**src/hdl/assert_macros.svh**
```systemverilog
// Assertion shorthands shared by the RTL
`ifndef ASSERT_MACROS_SVH
`define ASSERT_MACROS_SVH

// Clocked assertion, masked while the synchronous reset is high
`define ASSERT_CLKD(label, clk, rst, prop, msg) \
  label: assert property (@(posedge clk) disable iff (rst) prop) else $error(msg);

// Same, for blocks that use the usual clk and rst names
`define ASSERT_STD(label, prop, msg) \
  `ASSERT_CLKD(label, clk, rst, prop, msg)

`endif

```
**src/hdl/cpqc_pkg.sv**
```systemverilog
// Shared types, codes, constants and the step table of the cascaded PD controller
package cpqc_pkg;

  // Default widths and fixed field widths
  localparam int DATA_WIDTH_DEF = 16;
  localparam int FRAC_BITS_DEF  = 8;
  localparam int FIELD_W        = 16;
  localparam int GAIN_W         = 16;

  // 1/9.8 as unsigned Q0.16
  localparam int INV_G_Q16 = 6687;

  typedef logic signed [FIELD_W-1:0] field_t;
  typedef logic signed [GAIN_W-1:0]  gain_t;

  // Configuration port
  localparam int CFG_IDX_W  = 4;
  localparam int CFG_DATA_W = 48;

  localparam logic [CFG_IDX_W-1:0] REG_GAINS_X     = 4'd0;
  localparam logic [CFG_IDX_W-1:0] REG_GAINS_Y     = 4'd1;
  localparam logic [CFG_IDX_W-1:0] REG_GAINS_Z     = 4'd2;
  localparam logic [CFG_IDX_W-1:0] REG_GAINS_ROLL  = 4'd3;
  localparam logic [CFG_IDX_W-1:0] REG_GAINS_PITCH = 4'd4;
  localparam logic [CFG_IDX_W-1:0] REG_GAINS_YAW   = 4'd5;
  localparam logic [CFG_IDX_W-1:0] REG_POS_TARGET  = 4'd6;
  localparam logic [CFG_IDX_W-1:0] REG_HEADING     = 4'd7;

  // Axis codes; also the gain index and the result slot of each PD stage
  localparam int NUM_AX = 6;
  localparam int AX_W   = 3;
  localparam logic [AX_W-1:0] AX_X     = 3'd0;
  localparam logic [AX_W-1:0] AX_Y     = 3'd1;
  localparam logic [AX_W-1:0] AX_Z     = 3'd2;
  localparam logic [AX_W-1:0] AX_ROLL  = 3'd3;
  localparam logic [AX_W-1:0] AX_PITCH = 3'd4;
  localparam logic [AX_W-1:0] AX_YAW   = 3'd5;
  // Extra rounding destinations beyond the six result slots
  localparam logic [AX_W-1:0] DST_ROLL_REF  = 3'd6;
  localparam logic [AX_W-1:0] DST_PITCH_REF = 3'd7;

  // Multiplier operand selection
  localparam int MUL_W = 3;
  localparam logic [MUL_W-1:0] MUL_NONE    = 3'd0;
  localparam logic [MUL_W-1:0] MUL_HYK     = 3'd1;
  localparam logic [MUL_W-1:0] MUL_KP_ERR  = 3'd2;
  localparam logic [MUL_W-1:0] MUL_KD_DERR = 3'd3;
  localparam logic [MUL_W-1:0] MUL_DDX_HYK = 3'd4;
  localparam logic [MUL_W-1:0] MUL_DDY_KF  = 3'd5;
  localparam logic [MUL_W-1:0] MUL_DDX_KF  = 3'd6;
  localparam logic [MUL_W-1:0] MUL_DDY_HYK = 3'd7;

  // Accumulator operations
  localparam logic [1:0] ACC_HOLD = 2'd0;
  localparam logic [1:0] ACC_LOAD = 2'd1;
  localparam logic [1:0] ACC_ADD  = 2'd2;
  localparam logic [1:0] ACC_SUB  = 2'd3;

  // Sequencer length: compute steps run 0..LAST_STEP, then the hand-off step
  localparam int STEP_W    = 5;
  localparam int LAST_STEP = 19;
  localparam int DONE_STEP = LAST_STEP + 1;

  typedef struct packed {
    logic [1:0] acc_op;
    logic       rnd_long;
  } mac_ctl_t;

  typedef struct packed {
    logic            err_en;
    logic [AX_W-1:0] err_ax;
    logic            derr_en;
    logic [MUL_W-1:0] mul_sel;
    mac_ctl_t        mac;
    logic            rnd_en;
    logic [AX_W-1:0] rnd_dst;
    logic            hyk_en;
  } ucode_t;

  // Operand widths of the shared multiplier
  function automatic int op_a_w(input int dw);
    return (dw + 1 > FIELD_W) ? dw + 1 : FIELD_W;
  endfunction

  function automatic int op_b_w(input int fb);
    return (fb + 14 > 29) ? fb + 14 : 29;
  endfunction

  // Step table: each PD stage is err, kp*err with derr, kd*derr, then add and round
  function automatic ucode_t ucode_at(input logic [STEP_W-1:0] step);
    ucode_t u;
    u = '0;
    case (step)
      STEP_W'(0): begin
        u.err_en = 1'b1; u.err_ax = AX_Z; u.mul_sel = MUL_HYK;
      end
      STEP_W'(1): begin
        u.derr_en = 1'b1; u.mul_sel = MUL_KP_ERR; u.hyk_en = 1'b1;
      end
      STEP_W'(2): begin
        u.err_en = 1'b1; u.err_ax = AX_Y; u.mul_sel = MUL_KD_DERR;
        u.mac.acc_op = ACC_LOAD;
      end
      STEP_W'(3): begin
        u.derr_en = 1'b1; u.mul_sel = MUL_KP_ERR; u.mac.acc_op = ACC_ADD;
      end
      STEP_W'(4): begin
        u.err_en = 1'b1; u.err_ax = AX_X; u.mul_sel = MUL_KD_DERR;
        u.mac.acc_op = ACC_LOAD; u.rnd_en = 1'b1; u.rnd_dst = AX_Z;
      end
      STEP_W'(5): begin
        u.derr_en = 1'b1; u.mul_sel = MUL_KP_ERR; u.mac.acc_op = ACC_ADD;
      end
      STEP_W'(6): begin
        u.err_en = 1'b1; u.err_ax = AX_YAW; u.mul_sel = MUL_KD_DERR;
        u.mac.acc_op = ACC_LOAD; u.rnd_en = 1'b1; u.rnd_dst = AX_Y;
      end
      STEP_W'(7): begin
        u.derr_en = 1'b1; u.mul_sel = MUL_KP_ERR; u.mac.acc_op = ACC_ADD;
      end
      STEP_W'(8): begin
        u.mul_sel = MUL_KD_DERR; u.mac.acc_op = ACC_LOAD;
        u.rnd_en = 1'b1; u.rnd_dst = AX_X;
      end
      STEP_W'(9): begin
        u.mul_sel = MUL_DDX_HYK; u.mac.acc_op = ACC_ADD;
      end
      STEP_W'(10): begin
        u.mul_sel = MUL_DDY_KF; u.mac.acc_op = ACC_LOAD;
        u.rnd_en = 1'b1; u.rnd_dst = AX_YAW;
      end
      STEP_W'(11): begin
        u.mul_sel = MUL_DDX_KF; u.mac.acc_op = ACC_SUB;
      end
      STEP_W'(12): begin
        u.mul_sel = MUL_DDY_HYK; u.mac.acc_op = ACC_LOAD;
        u.rnd_en = 1'b1; u.mac.rnd_long = 1'b1; u.rnd_dst = DST_ROLL_REF;
      end
      STEP_W'(13): begin
        u.err_en = 1'b1; u.err_ax = AX_ROLL; u.mac.acc_op = ACC_ADD;
      end
      STEP_W'(14): begin
        u.derr_en = 1'b1; u.mul_sel = MUL_KP_ERR;
        u.rnd_en = 1'b1; u.mac.rnd_long = 1'b1; u.rnd_dst = DST_PITCH_REF;
      end
      STEP_W'(15): begin
        u.err_en = 1'b1; u.err_ax = AX_PITCH; u.mul_sel = MUL_KD_DERR;
        u.mac.acc_op = ACC_LOAD;
      end
      STEP_W'(16): begin
        u.derr_en = 1'b1; u.mul_sel = MUL_KP_ERR; u.mac.acc_op = ACC_ADD;
      end
      STEP_W'(17): begin
        u.mul_sel = MUL_KD_DERR; u.mac.acc_op = ACC_LOAD;
        u.rnd_en = 1'b1; u.rnd_dst = AX_ROLL;
      end
      STEP_W'(18): begin
        u.mac.acc_op = ACC_ADD;
      end
      STEP_W'(19): begin
        u.rnd_en = 1'b1; u.rnd_dst = AX_PITCH;
      end
      default: begin
        u = '0;
      end
    endcase
    return u;
  endfunction

endpackage

```
**src/hdl/cpqc_if.sv**
```systemverilog
// Valid/ready channel interfaces: pose input, command output and register writes
interface cpqc_in_if;
  import cpqc_pkg::*;
  logic   valid;
  logic   ready;
  field_t meas_x;
  field_t meas_y;
  field_t meas_z;
  field_t meas_roll;
  field_t meas_pitch;
  field_t meas_yaw;

  modport source (
    output valid, meas_x, meas_y, meas_z, meas_roll, meas_pitch, meas_yaw,
    input  ready
  );
  modport sink (
    input  valid, meas_x, meas_y, meas_z, meas_roll, meas_pitch, meas_yaw,
    output ready
  );
endinterface

interface cpqc_out_if;
  import cpqc_pkg::*;
  logic   valid;
  logic   ready;
  field_t accel_x_cmd;
  field_t accel_y_cmd;
  field_t thrust_cmd;
  field_t moment_roll;
  field_t moment_pitch;
  field_t moment_yaw;

  modport source (
    output valid, accel_x_cmd, accel_y_cmd, thrust_cmd,
    output moment_roll, moment_pitch, moment_yaw,
    input  ready
  );
  modport sink (
    input  valid, accel_x_cmd, accel_y_cmd, thrust_cmd,
    input  moment_roll, moment_pitch, moment_yaw,
    output ready
  );
endinterface

interface cpqc_cfg_if;
  import cpqc_pkg::*;
  logic                  valid;
  logic                  ready;
  logic [CFG_IDX_W-1:0]  index;
  logic [CFG_DATA_W-1:0] wdata;

  modport source (output valid, index, wdata, input ready);
  modport sink (input valid, index, wdata, output ready);
endinterface

```
**src/hdl/cpqc_mac.sv**
```systemverilog
// Shared multiplier, accumulator and round-and-saturate unit
module cpqc_mac #(
  parameter int DATA_WIDTH = cpqc_pkg::DATA_WIDTH_DEF,
  parameter int FRAC_BITS  = cpqc_pkg::FRAC_BITS_DEF
) (
  input  logic                                       clk,
  input  cpqc_pkg::mac_ctl_t                         ctl,
  input  logic signed [cpqc_pkg::op_a_w(DATA_WIDTH)-1:0] op_a,
  input  logic signed [cpqc_pkg::op_b_w(FRAC_BITS)-1:0]  op_b,
  output logic signed [cpqc_pkg::op_a_w(DATA_WIDTH)
                       + cpqc_pkg::op_b_w(FRAC_BITS)-1:0] prod,
  output logic signed [DATA_WIDTH-1:0]               rnd
);
  import cpqc_pkg::*;

  localparam int A_W   = op_a_w(DATA_WIDTH);
  localparam int B_W   = op_b_w(FRAC_BITS);
  localparam int P_W   = A_W + B_W;
  localparam int ACC_W = P_W + 1;
  localparam int RW    = ACC_W + 1;

  localparam logic [RW-1:0] HALF_SHORT = RW'(1) << (FRAC_BITS - 1);
  localparam logic [RW-1:0] HALF_LONG  = RW'(1) << (FRAC_BITS + 15);
  localparam logic signed [RW-1:0] SAT_MAX = (RW'(1) <<< (DATA_WIDTH - 1)) - RW'(1);
  localparam logic signed [RW-1:0] SAT_MIN = ~SAT_MAX;

  logic signed [ACC_W-1:0] acc;
  logic signed [RW-1:0]    rnd_sum;
  logic signed [RW-1:0]    rnd_shr;

  // Multiply every cycle; the product is registered before it is summed
  always_ff @(posedge clk) begin
    prod <= op_a * op_b;
  end

  // Accumulate the previous product
  always_ff @(posedge clk) begin
    case (ctl.acc_op)
      ACC_LOAD: acc <= ACC_W'(prod);
      ACC_ADD:  acc <= acc + ACC_W'(prod);
      ACC_SUB:  acc <= acc - ACC_W'(prod);
      default:  acc <= acc;
    endcase
  end

  // Round half up, shift with floor, then saturate to the data width
  always_comb begin
    rnd_sum = RW'(acc) + (ctl.rnd_long ? HALF_LONG : HALF_SHORT);
    rnd_shr = ctl.rnd_long ? (rnd_sum >>> (FRAC_BITS + 16)) : (rnd_sum >>> FRAC_BITS);
    if (rnd_shr > SAT_MAX) begin
      rnd = SAT_MAX[DATA_WIDTH-1:0];
    end else if (rnd_shr < SAT_MIN) begin
      rnd = SAT_MIN[DATA_WIDTH-1:0];
    end else begin
      rnd = rnd_shr[DATA_WIDTH-1:0];
    end
  end

endmodule

```
**src/hdl/cascaded_pd_quadrotor_control.sv**
```systemverilog
// Cascaded PD position and attitude controller. One pose beat on in_ch (measured x, y, z,
// roll, pitch, yaw, signed Q8.8) gives one command beat on out_ch (x and y acceleration,
// thrust and three moments, each saturated). All arithmetic runs through a single shared
// multiplier and accumulator stepped by a 21-step sequencer, so in_ch.ready drops for the
// whole item and a new pose is taken only after the item leaves the hand-off step. The
// result sits in an output register, so the next pose is taken while it waits; a new
// result whose predecessor is still untaken holds in the final step until out_ch.ready.
// Register writes on cfg are always ready and are to be made only between items. The
// stored errors and all registers clear on reset.
`include "assert_macros.svh"

module cascaded_pd_quadrotor_control #(
  parameter int DATA_WIDTH = cpqc_pkg::DATA_WIDTH_DEF,
  parameter int FRAC_BITS  = cpqc_pkg::FRAC_BITS_DEF
) (
  input  logic             clk,
  input  logic             rst,
  cpqc_in_if.sink          in_ch,
  cpqc_out_if.source       out_ch,
  cpqc_cfg_if.sink         cfg
);
  import cpqc_pkg::*;

  localparam int DW     = DATA_WIDTH;
  localparam int TW     = (DW > FIELD_W) ? DW : FIELD_W;
  localparam int DIFF_W = TW + 1;
  localparam int DD_W   = DW + 1;
  localparam int A_W    = op_a_w(DW);
  localparam int B_W    = op_b_w(FRAC_BITS);
  localparam int P_W    = A_W + B_W;

  localparam logic ST_IDLE = 1'b0;
  localparam logic ST_BUSY = 1'b1;

  localparam logic signed [B_W-1:0] KG = B_W'(INV_G_Q16);
  localparam logic signed [B_W-1:0] KF = KG <<< FRAC_BITS;
  localparam logic signed [DIFF_W-1:0] ERR_MAX = (DIFF_W'(1) <<< (DW - 1)) - DIFF_W'(1);
  localparam logic signed [DIFF_W-1:0] ERR_MIN = ~ERR_MAX;

  // Sequencer
  logic              st;
  logic [STEP_W-1:0] step;
  ucode_t            uc;
  logic              run;
  logic              accept;
  logic              fin;

  // Registers and stored errors
  gain_t             kp [NUM_AX];
  gain_t             kd [NUM_AX];
  field_t            tx, ty, tz, hy;
  logic signed [DW-1:0] prev_err [NUM_AX];

  // Item working set
  field_t            meas [NUM_AX];
  logic signed [TW-1:0]     tgt_sel;
  field_t                   meas_sel;
  logic signed [DIFF_W-1:0] diff;
  logic signed [DW-1:0]     err_sat;
  logic signed [DW-1:0]     err_r;
  logic [AX_W-1:0]          err_ax_r;
  logic signed [DD_W-1:0]   derr_r;
  logic [AX_W-1:0]          derr_ax_r;
  logic signed [B_W-1:0]    hyk;
  logic signed [DW-1:0]     res [NUM_AX];
  logic signed [DW-1:0]     roll_ref;
  logic signed [DW-1:0]     pitch_ref;

  // Shared unit operands and results
  logic signed [A_W-1:0]    op_a;
  logic signed [B_W-1:0]    op_b;
  logic signed [P_W-1:0]    mac_prod;
  logic signed [DW-1:0]     mac_rnd;

  // Output register
  logic   out_valid;
  field_t out_f [NUM_AX];

  function automatic field_t to_field(input logic signed [DW-1:0] v);
    logic signed [TW-1:0] ext;
    ext = TW'(v);
    return ext[FIELD_W-1:0];
  endfunction

  assign uc     = ucode_at(step);
  assign run    = (st == ST_BUSY);
  assign accept = in_ch.valid && in_ch.ready;
  assign fin    = run && (step == STEP_W'(DONE_STEP)) && (!out_valid || out_ch.ready);

  assign in_ch.ready = (st == ST_IDLE);
  assign cfg.ready   = 1'b1;

  // Select target and measurement of the stage whose error is formed
  always_comb begin
    case (uc.err_ax)
      AX_X:     begin tgt_sel = TW'(tx);        meas_sel = meas[AX_X];     end
      AX_Y:     begin tgt_sel = TW'(ty);        meas_sel = meas[AX_Y];     end
      AX_Z:     begin tgt_sel = TW'(tz);        meas_sel = meas[AX_Z];     end
      AX_ROLL:  begin tgt_sel = TW'(roll_ref);  meas_sel = meas[AX_ROLL];  end
      AX_PITCH: begin tgt_sel = TW'(pitch_ref); meas_sel = meas[AX_PITCH]; end
      AX_YAW:   begin tgt_sel = TW'(hy);        meas_sel = meas[AX_YAW];   end
      default:  begin tgt_sel = '0;             meas_sel = '0;             end
    endcase
    diff = DIFF_W'(tgt_sel) - DIFF_W'(meas_sel);
    if (diff > ERR_MAX) begin
      err_sat = ERR_MAX[DW-1:0];
    end else if (diff < ERR_MIN) begin
      err_sat = ERR_MIN[DW-1:0];
    end else begin
      err_sat = diff[DW-1:0];
    end
  end

  // Steer the shared multiplier
  always_comb begin
    case (uc.mul_sel)
      MUL_HYK:     begin op_a = A_W'(hy);        op_b = KG;                   end
      MUL_KP_ERR:  begin op_a = A_W'(err_r);     op_b = B_W'(kp[err_ax_r]);   end
      MUL_KD_DERR: begin op_a = A_W'(derr_r);    op_b = B_W'(kd[derr_ax_r]);  end
      MUL_DDX_HYK: begin op_a = A_W'(res[AX_X]); op_b = hyk;                  end
      MUL_DDY_KF:  begin op_a = A_W'(res[AX_Y]); op_b = KF;                   end
      MUL_DDX_KF:  begin op_a = A_W'(res[AX_X]); op_b = KF;                   end
      MUL_DDY_HYK: begin op_a = A_W'(res[AX_Y]); op_b = hyk;                  end
      default:     begin op_a = '0;              op_b = '0;                   end
    endcase
  end

  cpqc_mac #(
    .DATA_WIDTH (DATA_WIDTH),
    .FRAC_BITS  (FRAC_BITS)
  ) u_mac (
    .clk  (clk),
    .ctl  (uc.mac),
    .op_a (op_a),
    .op_b (op_b),
    .prod (mac_prod),
    .rnd  (mac_rnd)
  );

  // Control state: sequencer, output valid, registers and stored errors
  always_ff @(posedge clk) begin
    if (rst) begin
      st        <= ST_IDLE;
      step      <= '0;
      out_valid <= 1'b0;
      tx        <= '0;
      ty        <= '0;
      tz        <= '0;
      hy        <= '0;
      for (int i = 0; i < NUM_AX; i++) begin
        kp[i]       <= '0;
        kd[i]       <= '0;
        prev_err[i] <= '0;
      end
    end else begin
      // advance the step counter, hold at the hand-off step until the slot frees
      if (accept) begin
        st   <= ST_BUSY;
        step <= '0;
      end else if (run) begin
        if (step != STEP_W'(DONE_STEP)) begin
          step <= step + STEP_W'(1);
        end else if (fin) begin
          st <= ST_IDLE;
        end
      end

      if (fin) begin
        out_valid <= 1'b1;
      end else if (out_ch.ready) begin
        out_valid <= 1'b0;
      end

      // keep this item's error for the next one
      if (run && uc.derr_en) begin
        prev_err[err_ax_r] <= err_r;
      end

      // register write beat; indexes beyond the list drop
      if (cfg.valid) begin
        case (cfg.index)
          REG_GAINS_X, REG_GAINS_Y, REG_GAINS_Z,
          REG_GAINS_ROLL, REG_GAINS_PITCH, REG_GAINS_YAW: begin
            kp[cfg.index[AX_W-1:0]] <= cfg.wdata[GAIN_W-1:0];
            kd[cfg.index[AX_W-1:0]] <= cfg.wdata[2*GAIN_W-1:GAIN_W];
          end
          REG_POS_TARGET: begin
            tx <= cfg.wdata[FIELD_W-1:0];
            ty <= cfg.wdata[2*FIELD_W-1:FIELD_W];
            tz <= cfg.wdata[3*FIELD_W-1:2*FIELD_W];
          end
          REG_HEADING: begin
            hy <= cfg.wdata[FIELD_W-1:0];
          end
          default: begin
          end
        endcase
      end
    end
  end

  // Datapath registers
  always_ff @(posedge clk) begin
    if (accept) begin
      meas[AX_X]     <= in_ch.meas_x;
      meas[AX_Y]     <= in_ch.meas_y;
      meas[AX_Z]     <= in_ch.meas_z;
      meas[AX_ROLL]  <= in_ch.meas_roll;
      meas[AX_PITCH] <= in_ch.meas_pitch;
      meas[AX_YAW]   <= in_ch.meas_yaw;
    end
    if (run && uc.err_en) begin
      err_r    <= err_sat;
      err_ax_r <= uc.err_ax;
    end
    if (run && uc.derr_en) begin
      derr_r    <= DD_W'(err_r) - DD_W'(prev_err[err_ax_r]);
      derr_ax_r <= err_ax_r;
    end
    if (run && uc.hyk_en) begin
      hyk <= mac_prod[B_W-1:0];
    end
    // drop the rounded value into its slot
    if (run && uc.rnd_en) begin
      case (uc.rnd_dst)
        DST_ROLL_REF:  roll_ref  <= mac_rnd;
        DST_PITCH_REF: pitch_ref <= mac_rnd;
        default:       res[uc.rnd_dst] <= mac_rnd;
      endcase
    end
    if (fin) begin
      for (int i = 0; i < NUM_AX; i++) begin
        out_f[i] <= to_field(res[i]);
      end
    end
  end

  assign out_ch.valid        = out_valid;
  assign out_ch.accel_x_cmd  = out_f[AX_X];
  assign out_ch.accel_y_cmd  = out_f[AX_Y];
  assign out_ch.thrust_cmd   = out_f[AX_Z];
  assign out_ch.moment_roll  = out_f[AX_ROLL];
  assign out_ch.moment_pitch = out_f[AX_PITCH];
  assign out_ch.moment_yaw   = out_f[AX_YAW];

  `ASSERT_STD(a_accept_starts_seq, accept |=> (run && step == '0), "accept did not start a run")
  `ASSERT_STD(a_step_in_range, run |-> (step <= STEP_W'(DONE_STEP)), "step past hand-off")
  `ASSERT_STD(a_result_from_done, $rose(out_valid) |-> $past(fin), "result outside hand-off")
  `ASSERT_STD(a_idle_after_done, $fell(run) |-> $past(step == STEP_W'(DONE_STEP)), "early idle")

endmodule

```
**src/flat_wrapper.sv**
```systemverilog
// flat-port wrapper written by rule: the top's interface ports become plain ports
module cascaded_pd_quadrotor_control_flat import cpqc_pkg::*;
#(
  parameter int DATA_WIDTH = cpqc_pkg::DATA_WIDTH_DEF,
  parameter int FRAC_BITS  = cpqc_pkg::FRAC_BITS_DEF
)
  (clk, rst, in_ch_valid, in_ch_meas_x, in_ch_meas_y, in_ch_meas_z, in_ch_meas_roll, in_ch_meas_pitch, in_ch_meas_yaw, in_ch_ready, out_ch_valid, out_ch_accel_x_cmd, out_ch_accel_y_cmd, out_ch_thrust_cmd, out_ch_moment_roll, out_ch_moment_pitch, out_ch_moment_yaw, out_ch_ready, cfg_valid, cfg_index, cfg_wdata, cfg_ready);
  cpqc_in_if in_ch_i ();
  cpqc_out_if out_ch_i ();
  cpqc_cfg_if cfg_i ();
  input  logic clk;
  input  logic rst;
  input wire logic [$bits(in_ch_i.valid)-1:0] in_ch_valid;
  input wire logic [$bits(in_ch_i.meas_x)-1:0] in_ch_meas_x;
  input wire logic [$bits(in_ch_i.meas_y)-1:0] in_ch_meas_y;
  input wire logic [$bits(in_ch_i.meas_z)-1:0] in_ch_meas_z;
  input wire logic [$bits(in_ch_i.meas_roll)-1:0] in_ch_meas_roll;
  input wire logic [$bits(in_ch_i.meas_pitch)-1:0] in_ch_meas_pitch;
  input wire logic [$bits(in_ch_i.meas_yaw)-1:0] in_ch_meas_yaw;
  output wire logic [$bits(in_ch_i.ready)-1:0] in_ch_ready;
  output wire logic [$bits(out_ch_i.valid)-1:0] out_ch_valid;
  output wire logic [$bits(out_ch_i.accel_x_cmd)-1:0] out_ch_accel_x_cmd;
  output wire logic [$bits(out_ch_i.accel_y_cmd)-1:0] out_ch_accel_y_cmd;
  output wire logic [$bits(out_ch_i.thrust_cmd)-1:0] out_ch_thrust_cmd;
  output wire logic [$bits(out_ch_i.moment_roll)-1:0] out_ch_moment_roll;
  output wire logic [$bits(out_ch_i.moment_pitch)-1:0] out_ch_moment_pitch;
  output wire logic [$bits(out_ch_i.moment_yaw)-1:0] out_ch_moment_yaw;
  input wire logic [$bits(out_ch_i.ready)-1:0] out_ch_ready;
  input wire logic [$bits(cfg_i.valid)-1:0] cfg_valid;
  input wire logic [$bits(cfg_i.index)-1:0] cfg_index;
  input wire logic [$bits(cfg_i.wdata)-1:0] cfg_wdata;
  output wire logic [$bits(cfg_i.ready)-1:0] cfg_ready;
  assign in_ch_i.valid = in_ch_valid;
  assign in_ch_i.meas_x = in_ch_meas_x;
  assign in_ch_i.meas_y = in_ch_meas_y;
  assign in_ch_i.meas_z = in_ch_meas_z;
  assign in_ch_i.meas_roll = in_ch_meas_roll;
  assign in_ch_i.meas_pitch = in_ch_meas_pitch;
  assign in_ch_i.meas_yaw = in_ch_meas_yaw;
  assign in_ch_ready = in_ch_i.ready;
  assign out_ch_valid = out_ch_i.valid;
  assign out_ch_accel_x_cmd = out_ch_i.accel_x_cmd;
  assign out_ch_accel_y_cmd = out_ch_i.accel_y_cmd;
  assign out_ch_thrust_cmd = out_ch_i.thrust_cmd;
  assign out_ch_moment_roll = out_ch_i.moment_roll;
  assign out_ch_moment_pitch = out_ch_i.moment_pitch;
  assign out_ch_moment_yaw = out_ch_i.moment_yaw;
  assign out_ch_i.ready = out_ch_ready;
  assign cfg_i.valid = cfg_valid;
  assign cfg_i.index = cfg_index;
  assign cfg_i.wdata = cfg_wdata;
  assign cfg_ready = cfg_i.ready;
  cascaded_pd_quadrotor_control #(.DATA_WIDTH(DATA_WIDTH), .FRAC_BITS(FRAC_BITS)) u_core (.clk(clk), .rst(rst), .in_ch(in_ch_i), .out_ch(out_ch_i), .cfg(cfg_i));
endmodule
```
**config.mk**
```make
export PLATFORM = sky130hd
export DESIGN_NAME = cascaded_pd_quadrotor_control_flat
export DESIGN_NICKNAME = d
export VERILOG_FILES = /design/src/hdl/cpqc_pkg.sv /design/src/hdl/cpqc_if.sv /design/src/hdl/cpqc_mac.sv /design/src/hdl/cascaded_pd_quadrotor_control.sv /design/src/flat_wrapper.sv
export VERILOG_INCLUDE_DIRS = /design/src /design/src/hdl
export SDC_FILE = /design/constraint.sdc
export NUM_CORES = 2
export LEC_CHECK = 0
export BUFFER_PORTS_ARGS = -buffer_cell sky130_fd_sc_hd__buf_2
export CORE_MARGIN = 1.5
export CORE_UTILIZATION = 33
export DETAILED_ROUTE_END_ITERATION = 12
export SYNTH_ARGS = -nofsm -noshare
export SYNTH_HDL_FRONTEND = slang
export SYNTH_SLANG_ARGS = --single-unit
```
**constraint.sdc**
```tcl
create_clock -name clk -period 12.3 [get_ports clk]
set_clock_uncertainty 0.15 [all_clocks]
set_input_delay 1.845 -clock clk [delete_from_list [all_inputs] [get_ports clk]]
set_output_delay 1.845 -clock clk [all_outputs]
set_load 0.005 [all_outputs]
```
-- After elaboration in Yosys (flattened, before gate mapping)
Memories as Yosys holds them, arrays and structs flattened. A register that Yosys moved wholly into a read port is not among the register bits.
Cells that the tools add are included.
- add/sub/neg operators: 6
- multiply operators: 1
- $lt $le $gt $ge: 4
- eq/ne operators: 45
- muxes and demuxes: 51
- bitwise logic cells: 1
- reductions and logical operators: 34
- operators by type and width (operator ; number):
    $pmux 16 s6 ; 2
    $pmux 29 s5 ; 1
    $pmux 47 s3 ; 1
    $mux 16 ; 6
    $pmux 17 s5 ; 1
    $add 47x25->48 ; 1
    $reduce_or 16->1 ; 3
    $add 47x46->47 ; 1
    $sub 47x46->47 ; 1
    $mul 17x29->46 ; 1
    $eq 5x4->1 const B ; 8
    $gt 40x16->1 const B ; 1
    $lt 40x16->1 const B ; 1
    $mux 39 ; 1
    $sub 16x16->17 ; 2
    $pmux 4 s8 ; 1
    $mux 1 ; 28
    $eq 5x5->1 const B ; 5
    $eq 3x3->1 const B ; 8
    $mux 24 ; 1
    $pmux 4 s6 ; 1
    $pmux 3 s7 ; 1
    $eq 5x3->1 const B ; 4
    $mux 3 ; 6
    28 further kinds ; 56
- flip-flop bits (word level): 264
- RAM bits: 576
- input port bits: 153
- output and inout bits: 99
- memories kept: 6
- memory list (name ; depth ; width ; rd ports ; clocked after memory_dff ; write ports ; RTL line ; source):
    u_core.kd ; 6 ; 16 ; 1 ; 1 ; 6 ; cascaded_pd_quadrotor_control.sv:50 ; gain_t kd [NUM_AX];
    u_core.kp ; 6 ; 16 ; 1 ; 1 ; 6 ; cascaded_pd_quadrotor_control.sv:49 ; gain_t kp [NUM_AX];
    u_core.meas ; 6 ; 16 ; 6 ; 0 ; 6 ; cascaded_pd_quadrotor_control.sv:55 ; field_t meas [NUM_AX];
    u_core.out_f ; 6 ; 16 ; 6 ; 0 ; 6 ; cascaded_pd_quadrotor_control.sv:77 ; field_t out_f [NUM_AX];
    u_core.prev_err ; 6 ; 16 ; 1 ; 1 ; 6 ; cascaded_pd_quadrotor_control.sv:52 ; logic signed [DW-1:0] prev_err [NUM_AX];
    u_core.res ; 6 ; 16 ; 6 ; 0 ; 1 ; cascaded_pd_quadrotor_control.sv:65 ; logic signed [DW-1:0] res [NUM_AX];

-- Longest topological paths before layout
- depth after elaboration: 9
- gate-level depth with buffers: 38
- mapped depth without buffers: 33

-- Hierarchy
From an unflattened synthesis, not the netlist that was laid out.
- cells, all modules: 5107
- area total of the unflattened synthesis: 59881.2 sq um
- by module, submodules not included (module ; instances ; cells an instance ; area each (sq um) ; seq. area each (sq um)):
    cascaded_pd_quadrotor_control ; 1 ; 2419 ; 35348.9 ; 24723.7
    cpqc_mac ; 1 ; 2688 ; 24532.3 ; 2332.2

-- Worst setup path before layout
OpenSTA, ideal clock, no wires.
- kind: register to register
- from: register u_core.step[0]
- to: register u_core.u_mac.prod[37] (netlist bit)
- data arrival time: 8.282 ns
- setup slack: 3.743 ns
- cell stages (with the launch flop): 36
- buffers on the path: 6
- period minus slack after synthesis: 8.557 ns
- path through: dfxtp_1 inv_1 ha_1 clkbuf_1 a21oi_1 o31ai_1 nor3_2 buf_2 buf_2 mux2i_1 o21ai_0 a221oi_1 clkbuf_1 clkbuf_1 nor2_1 fa_1 inv_1 fa_1 fa_1 inv_1 fa_1 fa_1 inv_1 fa_1 inv_1 ha_1 clkbuf_1 nor3_1 nor4_1 a22oi_1 a21oi_1 o21ai_0 a31oi_1 a21o_1 a21oi_1 xnor2_1
- longest elaborated chain between the ends: 7
- ends and longest elaborated chain (element ; RTL line ; source):
    start: declaration ; cascaded_pd_quadrotor_control.sv:42 ; logic [STEP_W-1:0] step;
    start signal: assignment ; cascaded_pd_quadrotor_control.sv:162 ; step <= step + STEP_W'(1);
    $eq 5x4->1 (tied with other cells) ; cpqc_pkg.sv:93 ; case (step)
    $reduce_or 6->1 (no line) ; -- ;
    $pmux 3 s7 * ; cpqc_pkg.sv:93 ;
    $eq 3x3->1 ; cascaded_pd_quadrotor_control.sv:116 ; case (uc.mul_sel)
    $reduce_or 2->1 (no line) ; -- ;
    $pmux 17 s5 or $pmux 29 s5 (tied branches) ; cascaded_pd_quadrotor_control.sv:116 ;
    $mul 17x29->46 * ; cpqc_mac.sv:33 ; prod <= op_a * op_b;
    end signal: assignment ; cpqc_mac.sv:33 ;
    end: declaration ; cpqc_mac.sv:11 ; + cpqc_pkg::op_b_w(FRAC_BITS)-1:0] prod,
Mark *: on every way between the ends. The rest lies on a longest branch, timed or not.
A chain may end at the register's enable or synchronous reset.

-- Worst setup path in the final report
- from: register u_core.step[0]
- to: register u_core.u_mac.prod[39] (netlist bit)
Same word-level chain as after synthesis.

==> impl_metrics.py <==
metrics = {
    "yosys": {
        "synth_flop_cell": "edfxtp_1",
        "ys_seq_area_share_pct": 45.2,
        "syn-cell-area_um2": 59800,
        "ys_types": 91,
        "async_flop_share_pct": 0,
        "synthTopCellsByArea": "edfxtp_1 (41%), fa_1 (16%), dfxtp_1 (4.1%), ha_1 (4.1%), mux4_2 (4.0%)",
        "synth_cells": 5342,
        "yosys.area.top_type": "edfxtp_1",
        "synth_top_cell_area_share_pct": 41.1,
        "synth.avg_cell_area_um2": 11.2,
        "synth_edf_count": 819,
        "ys_warn_count": 0,
        "yosys_register_bits": 942,
    },
    "timing": {
        "fin_crit_ns": 10.58,
        "worst_slew_pin_slew_ns": 1.33,
        "whs_ns": 0.258,
        "max_slew_margin_pct": 11.1,
        "fmax_ghz": 0.0945,
        "final_max_slew_viol_count": 0,
        "finalWorstSetupSlack_ns": 1.72,
        "fin_crit_sh_pct": 86.1,
        "grt_setup_unrepaired": "false",
        "setup_viol": 0,
        "setup-tns-final_ns": 0,
        "final_hold_viol_count": 0,
    },
    "die": {
        "dieArea_um2": 184000,
        "ios": 252,
        "core-area_um2": 180000,
        "initial_core_util_pct": 33.2,
        "dieHeight_um": 429,
        "rows": 156,
        "die_w_um": 429,
    },
    "worst_setup_path": {
        "regToRegStartpoint": "u_core.step[0]",
        "r2r_end": "u_core.u_mac.prod[39]",
        "cp_max_fo": 52,
        "cp.arrival_ns": 11.03,
        "crit_path_start_kind": "flop",
        "endpoint_kind": "flop",
        "required_ns": 12.74,
        "reg2regPathDepth": 31,
        "slowest_stage": "a21oi_1",
        "r2r_setup_slack_ns": 1.72,
        "slowest_delay_ns": 0.97,
        "crit_top_cell": "fa_1",
        "critical_path_class": "reg2reg",
    },
    "power": {
        "power_frac_seq_pct": 37.5,
        "internal-power_mw": 6.78,
        "p_per_area_nw_per_um2": 156,
        "p_leak_nw": 27.2,
        "power_frac_clock_pct": 27.4,
        "comb_power_share_pct": 35.1,
        "peakVddDrop_mv": 0.135,
        "switching_share_pct": 35.7,
        "power.switching_mw": 3.77,
    },
    "worst_hold_path": {
        "hold_start": "u_core.res[3][0]",
        "hold_path_class": "reg2reg",
        "hold_path_end": "u_core.out_f[3][0]",
        "min_path_cells": 0,
    },
    "detailed_routing": {
        "wl_mm": 178,
        "drt_iter0_markers": 3579,
        "vias_per_cell": 5.13,
        "drc": 0,
        "drtAntennaViolNets": 0,
        "first_pass_iters": 6,
        "wl_per_cell_um": 22.2,
        "vias": 41305,
    },
    "grt": {
        "grt_pass1_vias": 42794,
        "grt_max_degree": 81,
        "globalRouteOverflowTotal": 0,
        "antenna_found_initial": 7,
        "gr-usage-all-layers_pct": 19.3,
        "grt_pass1_wl_mm": 269,
    },
    "job": {
        "drv_cap": 0,
    },
    "finish": {
        "fillers": 17532,
        "fin_area_um2": 67600,
        "layout_common_cells": "edfxtp_1 (819), nand2_1 (604), inv_1 (584), nor2_1 (576), fa_1 (479)",
        "syn2layout_area_growth_pct": 13.0,
        "multi_input_area_um2": 30200,
        "regArea_um2": 27100,
        "final_cell_count_no_fill": 8048,
        "final_nets": 6427,
        "layout-drive-gt1-share_pct": 12.7,
        "final_common_cell": "edfxtp_1",
    },
    "clock_network": {
        "cts.sinks": 942,
        "htreeDepth": 3,
        "cts.path.max_buffers": 3,
        "post_cts_buffers": 0,
        "clk_latency_ns": 0.74,
        "cts_root_buf": "clkbuf_16",
        "clkSlewWorstSetupHoldPaths_ns": 0.06,
        "holdBufCountCts": 0,
        "cts-resized-gates": 0,
        "cts_inserted_buffers": 94,
        "cts_tree": "yes",
    },
    "status": {
        "status": "finished clean",
    },
    "placed_design": {
        "post_dp_cell_area_um2": 64500,
        "gp_congestion": 0.921,
        "dp_cells": 7874,
        "pre_cts_slack_ns": 1.71,
        "io_buffers": 250,
        "place.detailed.hpwl_mm": 132,
    },
}
==> critical path: cells and delay by family (launching register included) <==
| family | cells | cell delay (ns) |
|---|---|---|
| adders and majority gates | 8 | 3.84 |
| buffers and inverters | 6 | 0.53 |
| DFF | 1 | 0.35 |
| and+or+nand+nor | 4 | 0.76 |
| xor gates and xnor gates | 1 | 0.14 |
| AOI/OAI and AO/OA | 12 | 4.57 |
==> stage by stage <==
step | utilization (%) | power [mW]
floorplan | - | 6.54
global placement | 35.8 | 7.65
detailed placement | 35.8 | 7.63
CTS | 37.5 | 10.6
global route | 37.5 | 11.2
finish | 37.5 | 10.5
==> metal layers <==
metal  routed length, um  vias to the layer above  global-route usage [%]  part of all wire (%)
met5                   0                        -                       0                     0
met4                8300                        0                    8.79                   4.7
met3               11800                      267                    3.06                   6.6
met2               83900                     1452                    31.4                    47
met1               74400                    20916                    25.4                    42
li1                    -                    18670                       -                     -
==> how the worst max path moves through the flow <==
| stage | from | cells after the start | slack [ns] | to |
|---|---|---|---|---|
| floorplan | u_core.step[0] | 35 | 3.74 | u_core.u_mac.prod[37] |
| global placement | u_core.step[0] | 31 | 1.78 | u_core.u_mac.prod[45] |
| detailed placement | u_core.step[0] | 31 | 1.71 | u_core.u_mac.prod[39] |
| CTS | u_core.step[0] | 31 | 1.61 | u_core.u_mac.prod[39] |
| global route | u_core.step[0] | 31 | 1.16 | u_core.u_mac.prod[45] |
| finish | u_core.step[0] | 31 | 1.72 | u_core.u_mac.prod[39] |
==> cell type report <==
type | count | share of cell area (%)
Antenna cell | 4 | 0.0148
Sequential cell | 942 | 40.0
Clock buffer | 127 | 3.79
Multi-Input combinational cell | 3614 | 44.6
Clock inverter | 43 | 0.792
Inverter | 590 | 3.28
Timing Repair Buffer | 358 | 3.07
Tap cell | 2370 | 4.39
==> kinds of logic after synthesis <==
kind of cell | share of synthesized area, %
other cells | 0.0126
fa+ha+maj | 20.1
buf+inv | 5.41
flops | 45.2
xor+xnor | 2.85
simple gates | 12.9
mux | 5.07
compound gates | 8.42
==> state kept, by name, summed over array words and instances (netlist names), 3 cells and up, named ones only <==
register and flops:
u_core.res 96, u_core.ty 16, u_core.derr_ax_r 3, u_core.u_mac.acc 47, u_core.pitch_ref 16, u_core.prev_err 128, u_core.err_r 16, u_core.hy 16
u_core.err_ax_r 3, u_core.tz 16, u_core.kd 128, u_core.step 5, u_core.roll_ref 16, u_core.kp 128, u_core.derr_r 17, u_core.out_f 96
u_core.tx 16, u_core.u_mac.prod 46, u_core.meas 96, u_core.hyk 29
==> power groups by stage <==
stage	Combinational [mW]	Clock, mW	Sequential (mW)
6_report	3.70	2.89	3.95
5_1_grt	4.12	3.06	3.97
4_1_cts	3.68	2.95	3.95
3_5_place_dp	3.62	0	4.01
3_3_place_gp	3.64	0	4.01
2_1_floorplan	2.63	0	3.90
==> Yosys cell counts (106+ instances only) <==
cell and instances:
edfxtp_1 819, nand2_1 605, a21oi_1 365, and2_1 125
o21ai_0 118, xnor2_1 109, nor2_1 580, ha_1 195
dfxtp_1 123, inv_1 584, mux4_2 106, fa_1 479
clkbuf_1 207
(Power assumes the default switching activity.)
